--- src/hdl/dmx_rdm_frame_receiver_macros.svh ---
// Assertion macros shared by the receiver RTL.
`ifndef DMX_RDM_FRAME_RECEIVER_MACROS_SVH
`define DMX_RDM_FRAME_RECEIVER_MACROS_SVH

// Same-cycle implication, disabled during reset.
`define DMXRDM_ASSERT_NOW(label, ante, cons, msg) \
  label: assert property (@(posedge clk) disable iff (rst) (ante) |-> (cons)) else $error(msg);

// Next-cycle implication, disabled during reset.
`define DMXRDM_ASSERT_NEXT(label, ante, cons, msg) \
  label: assert property (@(posedge clk) disable iff (rst) (ante) |=> (cons)) else $error(msg);

`endif

--- src/hdl/dmxrdm_pkg.sv ---
// Types and constants of the DMX512/RDM frame receiver.
package dmxrdm_pkg;

  localparam logic [9:0] MAX_FRAME = 10'd513;

  localparam logic [7:0] BREAK_BYTE     = 8'hC0;
  localparam logic [7:0] ESCAPE_BYTE    = 8'hDB;
  localparam logic [7:0] ESCAPED_BREAK  = 8'hDC;
  localparam logic [7:0] ESCAPED_ESCAPE = 8'hDD;
  localparam logic [7:0] RDM_CODE       = 8'hCC;
  localparam logic [7:0] DISC_CODE      = 8'hFE;

  localparam logic [1:0] KIND_DMX   = 2'd0;
  localparam logic [1:0] KIND_RDM   = 2'd1;
  localparam logic [1:0] KIND_OTHER = 2'd2;

  localparam logic [1:0] CFG_RAW_RESPONSE = 2'd0;
  localparam logic [1:0] CFG_INPUT_BLOCK  = 2'd1;
  localparam logic [1:0] CFG_MIN_SLOTS    = 2'd2;

  localparam logic [9:0] MIN_SLOTS_RESET = 10'd24;

  typedef enum logic [1:0] {
    MODE_IDLE = 2'd0,
    MODE_RECV = 2'd1,
    MODE_ESC  = 2'd2
  } rx_mode_t;

  typedef struct packed {
    logic       raw_response_mode;
    logic       input_blocked;
    logic [9:0] min_slots;
  } rx_config_t;

  typedef struct packed {
    rx_mode_t   mode;
    logic [9:0] slot_position;
    logic [9:0] expected_length;
    logic [7:0] start_code;
    logic [7:0] rdm_length_byte;
  } rx_state_t;

  typedef struct packed {
    logic       slot_valid;
    logic [9:0] slot_index;
    logic [7:0] slot_value;
    logic       frame_done;
    logic [1:0] frame_kind;
    logic [9:0] frame_count;
  } rx_result_t;

endpackage

--- src/hdl/dmxrdm_step.sv ---
// Per-byte decode: SLIP unescape, slot tracking and frame end detection.
module dmxrdm_step (
  input  dmxrdm_pkg::rx_config_t cfg,
  input  dmxrdm_pkg::rx_state_t  cur,
  input  logic [7:0]             rx_byte,
  output dmxrdm_pkg::rx_state_t  nxt,
  output dmxrdm_pkg::rx_result_t res
);

  logic       active;
  logic       is_break;
  logic       store_req;
  logic [7:0] store_val;
  logic       skip_zero;
  logic       store_eff;
  logic       write_slot;
  logic       at_len_slot;
  logic [9:0] slot_after;
  logic [9:0] exp_after;
  logic [7:0] start_after;
  logic [7:0] rdm_after;
  logic       unknown_code;
  logic       end_by_len;
  logic       end_by_break;
  logic       finish;

  assign active   = !cfg.input_blocked;
  assign is_break = active && (rx_byte == dmxrdm_pkg::BREAK_BYTE);

  // Decode the byte into a store request with its unescaped value.
  always_comb begin
    store_req = 1'b0;
    store_val = rx_byte;
    if (active && !is_break) begin
      case (cur.mode)
        dmxrdm_pkg::MODE_RECV: begin
          store_req = (rx_byte != dmxrdm_pkg::ESCAPE_BYTE);
        end
        dmxrdm_pkg::MODE_ESC: begin
          if (rx_byte == dmxrdm_pkg::ESCAPED_BREAK) begin
            store_req = 1'b1;
            store_val = dmxrdm_pkg::BREAK_BYTE;
          end else if (rx_byte == dmxrdm_pkg::ESCAPED_ESCAPE) begin
            store_req = 1'b1;
            store_val = dmxrdm_pkg::ESCAPE_BYTE;
          end
        end
        default: begin
          store_req = 1'b0;
        end
      endcase
    end
  end

  assign skip_zero   = (cur.slot_position == 10'd0) && cfg.raw_response_mode &&
                       (store_val == 8'd0);
  assign store_eff   = store_req && !skip_zero;
  assign write_slot  = store_eff && (cur.slot_position < dmxrdm_pkg::MAX_FRAME);
  assign at_len_slot = write_slot && (cur.slot_position == 10'd2);
  assign slot_after  = write_slot ? cur.slot_position + 10'd1 : cur.slot_position;
  assign start_after = (write_slot && cur.slot_position == 10'd0) ? store_val
                                                                  : cur.start_code;
  assign rdm_after   = at_len_slot ? store_val : cur.rdm_length_byte;

  always_comb begin
    exp_after = cur.expected_length;
    if (at_len_slot) begin
      if (cur.start_code == dmxrdm_pkg::RDM_CODE) begin
        if (!cfg.raw_response_mode) begin
          exp_after = {2'b00, store_val} + 10'd2;
        end
      end else if (cur.start_code == dmxrdm_pkg::DISC_CODE) begin
        exp_after = dmxrdm_pkg::MAX_FRAME;
      end
    end
  end

  assign unknown_code = at_len_slot && (cur.start_code != dmxrdm_pkg::RDM_CODE) &&
                        (cur.start_code != dmxrdm_pkg::DISC_CODE) &&
                        (cur.start_code != 8'd0);
  assign end_by_len   = store_eff && (slot_after >= exp_after);
  assign end_by_break = is_break && (cur.mode == dmxrdm_pkg::MODE_RECV) &&
                        (cur.slot_position > 10'd1) && (cur.start_code == 8'd0);
  assign finish       = end_by_len || end_by_break;

  // Next state.
  always_comb begin
    nxt                 = cur;
    nxt.slot_position   = slot_after;
    nxt.expected_length = exp_after;
    nxt.start_code      = start_after;
    nxt.rdm_length_byte = rdm_after;
    if (is_break) begin
      nxt.mode            = dmxrdm_pkg::MODE_RECV;
      nxt.expected_length = dmxrdm_pkg::MAX_FRAME;
      if (!cfg.raw_response_mode) begin
        nxt.slot_position = 10'd0;
      end
    end else if (active) begin
      case (cur.mode)
        dmxrdm_pkg::MODE_RECV: begin
          if (rx_byte == dmxrdm_pkg::ESCAPE_BYTE) begin
            nxt.mode = dmxrdm_pkg::MODE_ESC;
          end else if (finish || unknown_code) begin
            nxt.mode = dmxrdm_pkg::MODE_IDLE;
          end
        end
        dmxrdm_pkg::MODE_ESC: begin
          if (finish || unknown_code) begin
            nxt.mode = dmxrdm_pkg::MODE_IDLE;
          end else begin
            nxt.mode = dmxrdm_pkg::MODE_RECV;
          end
        end
        default: begin
          nxt.mode = cur.mode;
        end
      endcase
    end
  end

  // Result of this byte.
  always_comb begin
    res             = '0;
    res.slot_valid  = write_slot;
    res.slot_index  = write_slot ? cur.slot_position : 10'd0;
    res.slot_value  = write_slot ? store_val : 8'd0;
    res.frame_done  = finish;
    if (finish) begin
      if (start_after == 8'd0) begin
        if (!cfg.raw_response_mode && (slot_after > cfg.min_slots)) begin
          res.frame_kind  = dmxrdm_pkg::KIND_DMX;
          res.frame_count = slot_after - 10'd1;
        end else begin
          res.frame_kind  = dmxrdm_pkg::KIND_OTHER;
        end
      end else if (start_after == dmxrdm_pkg::RDM_CODE) begin
        res.frame_kind  = dmxrdm_pkg::KIND_RDM;
        res.frame_count = {2'b00, rdm_after} + 10'd2;
      end else begin
        res.frame_kind  = dmxrdm_pkg::KIND_OTHER;
      end
    end
  end

endmodule

--- src/hdl/dmx_rdm_frame_receiver.sv ---
// Top level of the DMX512/RDM frame receiver: input register, state and result register.
// DMX512/RDM frame receiver. Takes one byte per transfer from a SLIP-framed UART
// stream (0xC0 is a line break, 0xDB escapes the next byte) and returns exactly one
// result per byte: the stored slot with its index, and, when a frame ends, its kind
// (0 DMX, 1 RDM, 2 discarded/unknown) and its slot count or RDM length plus two.
// Each byte is latched in an input register and decoded in one pass into the result
// register and the frame state, so a new byte is taken every cycle unless the input
// stalls. A result leaves the result register on the output transfer. The input
// stalls only while the result register holds a stalled result and another byte
// already waits in the input register.
// Write configuration (0 raw-response mode, 1 input blocked, 2 min slots) only while
// no byte is in flight; the config channel is always ready.
module dmx_rdm_frame_receiver (
  input  logic       clk,
  input  logic       rst,
  input  logic       cfg_valid,
  output logic       cfg_ready,
  input  logic [1:0] cfg_index,
  input  logic [9:0] cfg_data,
  input  logic       in_valid,
  output logic       in_stall,
  input  logic [7:0] rx_byte,
  output logic       out_valid,
  input  logic       out_stall,
  output logic       slot_valid,
  output logic [9:0] slot_index,
  output logic [7:0] slot_value,
  output logic       frame_done,
  output logic [1:0] frame_kind,
  output logic [9:0] frame_count
);

`include "dmx_rdm_frame_receiver_macros.svh"

  dmxrdm_pkg::rx_config_t cfg;
  dmxrdm_pkg::rx_state_t  state;
  dmxrdm_pkg::rx_state_t  state_next;
  dmxrdm_pkg::rx_result_t result_next;
  dmxrdm_pkg::rx_result_t result;

  logic       in_full;
  logic [7:0] in_byte;
  logic       advance;

  assign cfg_ready = 1'b1;

  // Configuration registers.
  always_ff @(posedge clk) begin
    if (rst) begin
      cfg.raw_response_mode <= 1'b0;
      cfg.input_blocked     <= 1'b0;
      cfg.min_slots         <= dmxrdm_pkg::MIN_SLOTS_RESET;
    end else if (cfg_valid && cfg_ready) begin
      case (cfg_index)
        dmxrdm_pkg::CFG_RAW_RESPONSE: cfg.raw_response_mode <= cfg_data[0];
        dmxrdm_pkg::CFG_INPUT_BLOCK:  cfg.input_blocked     <= cfg_data[0];
        dmxrdm_pkg::CFG_MIN_SLOTS:    cfg.min_slots         <= cfg_data;
        default: begin
        end
      endcase
    end
  end

  // Decode the held byte when the result register can take its result.
  assign advance  = in_full && (!out_valid || !out_stall);
  assign in_stall = in_full && !advance;

  always_ff @(posedge clk) begin
    if (rst) begin
      in_full <= 1'b0;
    end else if (in_valid && !in_stall) begin
      in_full <= 1'b1;
    end else if (advance) begin
      in_full <= 1'b0;
    end
  end

  always_ff @(posedge clk) begin
    if (in_valid && !in_stall) begin
      in_byte <= rx_byte;
    end
  end

  dmxrdm_step u_step (
    .cfg     (cfg),
    .cur     (state),
    .rx_byte (in_byte),
    .nxt     (state_next),
    .res     (result_next)
  );

  // Frame state: advance once per decoded byte.
  always_ff @(posedge clk) begin
    if (rst) begin
      state.mode            <= dmxrdm_pkg::MODE_IDLE;
      state.slot_position   <= 10'd0;
      state.expected_length <= dmxrdm_pkg::MAX_FRAME;
      state.start_code      <= 8'd0;
      state.rdm_length_byte <= 8'd0;
    end else if (advance) begin
      state <= state_next;
    end
  end

  // Result register: load on decode, drop after the output transfer.
  always_ff @(posedge clk) begin
    if (rst) begin
      out_valid <= 1'b0;
    end else if (advance) begin
      out_valid <= 1'b1;
    end else if (!out_stall) begin
      out_valid <= 1'b0;
    end
  end

  always_ff @(posedge clk) begin
    if (advance) begin
      result <= result_next;
    end
  end

  assign slot_valid  = result.slot_valid;
  assign slot_index  = result.slot_index;
  assign slot_value  = result.slot_value;
  assign frame_done  = result.frame_done;
  assign frame_kind  = result.frame_kind;
  assign frame_count = result.frame_count;

  `DMXRDM_ASSERT_NOW(a_slot_in_range, 1'b1, state.slot_position <= dmxrdm_pkg::MAX_FRAME, "slot position past frame maximum")
  `DMXRDM_ASSERT_NOW(a_index_in_range, out_valid && slot_valid, slot_index < dmxrdm_pkg::MAX_FRAME, "stored slot index out of range")
  `DMXRDM_ASSERT_NOW(a_other_no_count, out_valid && frame_done && frame_kind == dmxrdm_pkg::KIND_OTHER, frame_count == 10'd0, "discarded frame carries a count")
  `DMXRDM_ASSERT_NEXT(a_hold_input, in_full && !advance, in_full && $stable(in_byte), "held byte lost while result stalled")

endmodule

--- config.mk ---
export PLATFORM = sky130hd
export DESIGN_NAME = dmx_rdm_frame_receiver
export DESIGN_NICKNAME = d
export VERILOG_FILES = /design/src/hdl/dmxrdm_pkg.sv /design/src/hdl/dmxrdm_step.sv /design/src/hdl/dmx_rdm_frame_receiver.sv
export VERILOG_INCLUDE_DIRS = /design/src /design/src/hdl
export SDC_FILE = /design/constraint.sdc
export NUM_CORES = 1
export LEC_CHECK = 0
export BUFFER_PORTS_ARGS = -buffer_cell sky130_fd_sc_hd__buf_4
export CAP_MARGIN = 5
export CORE_ASPECT_RATIO = 0.9
export CORE_MARGIN = 4
export CORE_UTILIZATION = 64
export DETAILED_ROUTE_END_ITERATION = 8
export GPL_ROUTABILITY_DRIVEN = 1
export HOLD_SLACK_MARGIN = 0.12
export PLACE_DENSITY_LB_ADDON = 0.15
export SLEW_MARGIN = 20
export SYNTH_ARGS = -nofsm -noshare
export SYNTH_HDL_FRONTEND = slang
export SYNTH_SLANG_ARGS = --single-unit
--- constraint.sdc ---
create_clock -name clk -period 11.27 [get_ports clk]
set_clock_uncertainty 0.15 [all_clocks]
set_input_delay 1.127 -clock clk [delete_from_list [all_inputs] [get_ports clk]]
set_output_delay 1.127 -clock clk [all_outputs]
set_load 0.01 [all_outputs]
==> flow_summary.yaml <==
floorplan:
  boundaryPins: 60
  core_sq_um: 8145
  initial_core_util: 0.6642
  dieArea_sq_um: 9991
  die_w_um: 104.9
  dieHeight_um: 95.23
  rows: 31
logic_synthesis:
  synth_top_area_share: 0.2220
  syn-num-nets: 663
  synth_cell_type_count: 70
  yosysWarnings: 0
  async_flop_share: 0
  ys_ff_latch: 92
  synth_ff_type: "dfxtp_1"
  post-synth-top-area-cell: "edfxtp_1"
  syn_area_per_cell_sq_um: 8.898
  synth_cells: 608
  ys_seq_area_frac: 0.4144
  synthTopCellsByArea: "edfxtp_1 22%, dfxtp_1 19%, ha_1 6.9%"
  synth_edf_count: 40
  syn-cell-area_sq_um: 5410
clocking:
  cts_made_buffers: 9
  cts.clk_slew.worst_paths_ns: 0.09
  cts_buffer_depth: 2
  root_buffer: "clkbuf_8"
  clk_latency_ns: 0.37
  clkSinkCount: 92
  cts-resized-gates: 0
  htreeDepth: 3
  tritoncts: "yes"
  cts_setup_buffers: 0
  ctsHoldBuffers: 0
setup_path:
  crit_slowest_cell: "edfxtp_1"
  crit_path_max_fanout: 20
  critPathBufInv: 2
  cp-start-kind: "register"
  crit_chain: "nor3_2 -> and3_1 -> and4_1 -> nor2_1 -> nand2_2 -> inv_1 -> xnor2_1 -> ha_1 -> nor3b_1 -> o21ai_0 -> a21oi_1 -> o21bai_1 -> a21boi_1 -> inv_1 -> nand2_2 -> a21oi_1 -> a31o_2"
  cpLargestDelayFamily: "simple AND/OR/NAND/NOR gates"
  rr_worst_depth: 17
  cp.arrival_ns: 5.08
  worstSetupEndpointType: "register"
  r2r-start: "in_byte[0]$_DFFE_PP_"
  path_class: "register to register"
  r2r_setup_slack_ns: 6.18
  max_stage_delay_ns: 0.57
  critical_path_required_ns: 11.25
  timing.rr.end: "frame_count[0]$_SDFFCE_PN0P_"
place:
  post_dp_cell_area_sq_um: 5846
  io_buffers: 58
  gp_congestion: 0.9359
  hpwlAfterDp_um: 10460
timing:
  slew-limit-headroom: 0.4451
  min_period_over_period: 0.4519
  fin_tns_setup_ns: 0
  grt_setup_unrepaired: "no"
  max_freq_mhz: 196.3
  setup_viol: 0
  tightest_slew_ns: 0.8263
  finalHoldViolations: 0
  slew_violations: 0
  fin_crit_ns: 5.093
grt:
  antenna_found_initial: 0
  grt-ovfl-total: 0
  grt_max_degree: 45
  grt_pass1_vias: 4535
  track_usage: 0.2866
  grt_pass1_wl_um: 22510
finish:
  final_cell_mix: "71 x nand2_1, 71 x nor2_1, 60 x buf_4, 52 x dfxtp_1, 47 x a21oi_1"
  final_nets: 705
  final_area_sq_um: 6051
  nFillCells: 632
  area_growth_pct: 11.84
  drive_gt1_frac: 0.1496
  diodes: 0
route:
  vias: 4752
  drt_first_pass_iters: 7
  wl_met3_um: 1331
  top_layer_used: "met4"
  drt_iter0_markers: 383
  drtAntennaViolNets: 0
  drt-total-wl_um: 14030
  wl_met2_um: 6582
  post-route-drc-count: 0
  wl_per_cell_um: 18.61
  drt-met1-wl_um: 5897
  vias_per_cell: 6.302
worst_hold_path:
  min-delay-start: "state[15]$_SDFFE_PP0P_"
  hp-class: "register to register"
  whs_endpoint: "state[15]$_SDFFE_PP0P_"
  hold_depth: 2
pwr:
  ir_worst_vdd_mv: 0.06823
  p_leak_nw: 2.388
  power_density_nw_per_um2: 104.9
status:
  status: "complete, no violations"
flow_run:
  drv_cap: 0
-- worst min-delay path, stage by stage, from the launching register on --
cell	delay (ns)
dfxtp_1	0.33
nand2_1	0.06
a21oi_1	0.05
-- power breakdown --
part	internal (mW)	switching, mW	total (mW)
logic	0.0181	0.0262	0.0442
registers	0.355	0.00695	0.362
clock network	0.108	0.120	0.228
total	0.482	0.153	0.635
-- metrics by stage --
step           power (mW)    util  std cells  hold WS (ns)  setup WS [ns]
3_5_place_dp       0.4136  0.7177        738        0.3109          6.321
5_1_grt            0.6559  0.7429        754        0.3479          5.834
6_report           0.6349  0.7429        754        0.3276          6.177
4_1_cts            0.6375  0.7429        754        0.3275          6.286
3_3_place_gp       0.4122  0.7177        738        0.2979          6.404
2_1_floorplan      0.3917       -        608        0.2821          7.231
-- logic make-up after synthesis --
group           share of synthesized area
other cells                     0.0006931
flops                              0.4144
simple gates                       0.2359
mux                               0.03376
fa+ha+maj                         0.06938
compound gates                     0.1563
xor+xnor                          0.04510
buf+inv                           0.04440
-- layer usage --
layer | track usage | up-vias
met5 | 0 | -
met4 | 0.1049 | 0
met3 | 0.07854 | 19
met2 | 0.4738 | 237
met1 | 0.3639 | 2249
li1 | - | 2247
-- cell type report --
| cell class | instances | area, sq um | share of cell area |
|---|---|---|---|
| timing repair buffer | 60 | 450.4 | 0.07444 |
| clock inverter | 4 | 27.53 | 0.004549 |
| sequential | 92 | 2242 | 0.3706 |
| clock buffer | 12 | 177.7 | 0.02936 |
| tap | 99 | 123.9 | 0.02047 |
| multi-input combinational | 460 | 2928 | 0.4839 |
| inverter | 27 | 101.3 | 0.01675 |
-- cell usage after synthesis (3+ instances only) --
| cell type | n |
|---|---|
| a211oi_1 | 3 |
| a21oi_1 | 47 |
| a22oi_1 | 10 |
| a2bb2oi_1 | 4 |
| a31oi_1 | 3 |
| and2_1 | 16 |
| and3_1 | 7 |
| buf_2 | 9 |
| buf_4 | 3 |
| clkbuf_1 | 14 |
| dfxtp_1 | 52 |
| edfxtp_1 | 40 |
| ha_1 | 30 |
| inv_1 | 27 |
| mux2i_1 | 16 |
| nand2_1 | 71 |
| nand3_1 | 22 |
| nand4_1 | 9 |
| nand4b_1 | 3 |
| nor2_1 | 71 |
| nor2b_1 | 3 |
| nor3_1 | 14 |
| nor4_1 | 5 |
| o21a_1 | 5 |
| o21ai_0 | 25 |
| o21ai_1 | 3 |
| o21bai_1 | 3 |
| o22ai_1 | 5 |
| o2bb2ai_1 | 3 |
| o31ai_1 | 3 |
| or2_2 | 3 |
| or3_1 | 3 |
| or4_1 | 3 |
| or4_4 | 3 |
| xnor2_1 | 20 |
| xor2_1 | 6 |
-- flip-flops by register name (all words and copies together) (netlist names) --
register / cells
state: 38
frame_count: 10
cfg: 12
slot_valid: 1
out_valid: 1
frame_kind: 2
frame_done: 1
in_byte: 8
slot_index: 10
in_full: 1
slot_value: 8
-- how the worst max path moves through the flow --
stage | end | start | cells after the start | slack, ns
finish | frame_count[0]$_SDFFCE_PN0P_ | in_byte[0]$_DFFE_PP_ | 17 | 6.18
global route | frame_count[0]$_SDFFCE_PN0P_ | state[29]$_SDFFE_PP0P_ | 17 | 5.83
CTS | frame_count[0]$_SDFFCE_PN0P_ | state[29]$_SDFFE_PP0P_ | 17 | 6.29
detailed placement | frame_count[0]$_SDFFCE_PN0P_ | state[29]$_SDFFE_PP0P_ | 17 | 6.32
global placement | frame_count[0]$_SDFFCE_PN0P_ | state[29]$_SDFFE_PP0P_ | 17 | 6.40
floorplan | frame_count[0]$_SDFFCE_PN0P_ | state[36]$_SDFFE_PP0P_ | 23 | 7.23
(Power assumes the default switching activity.)
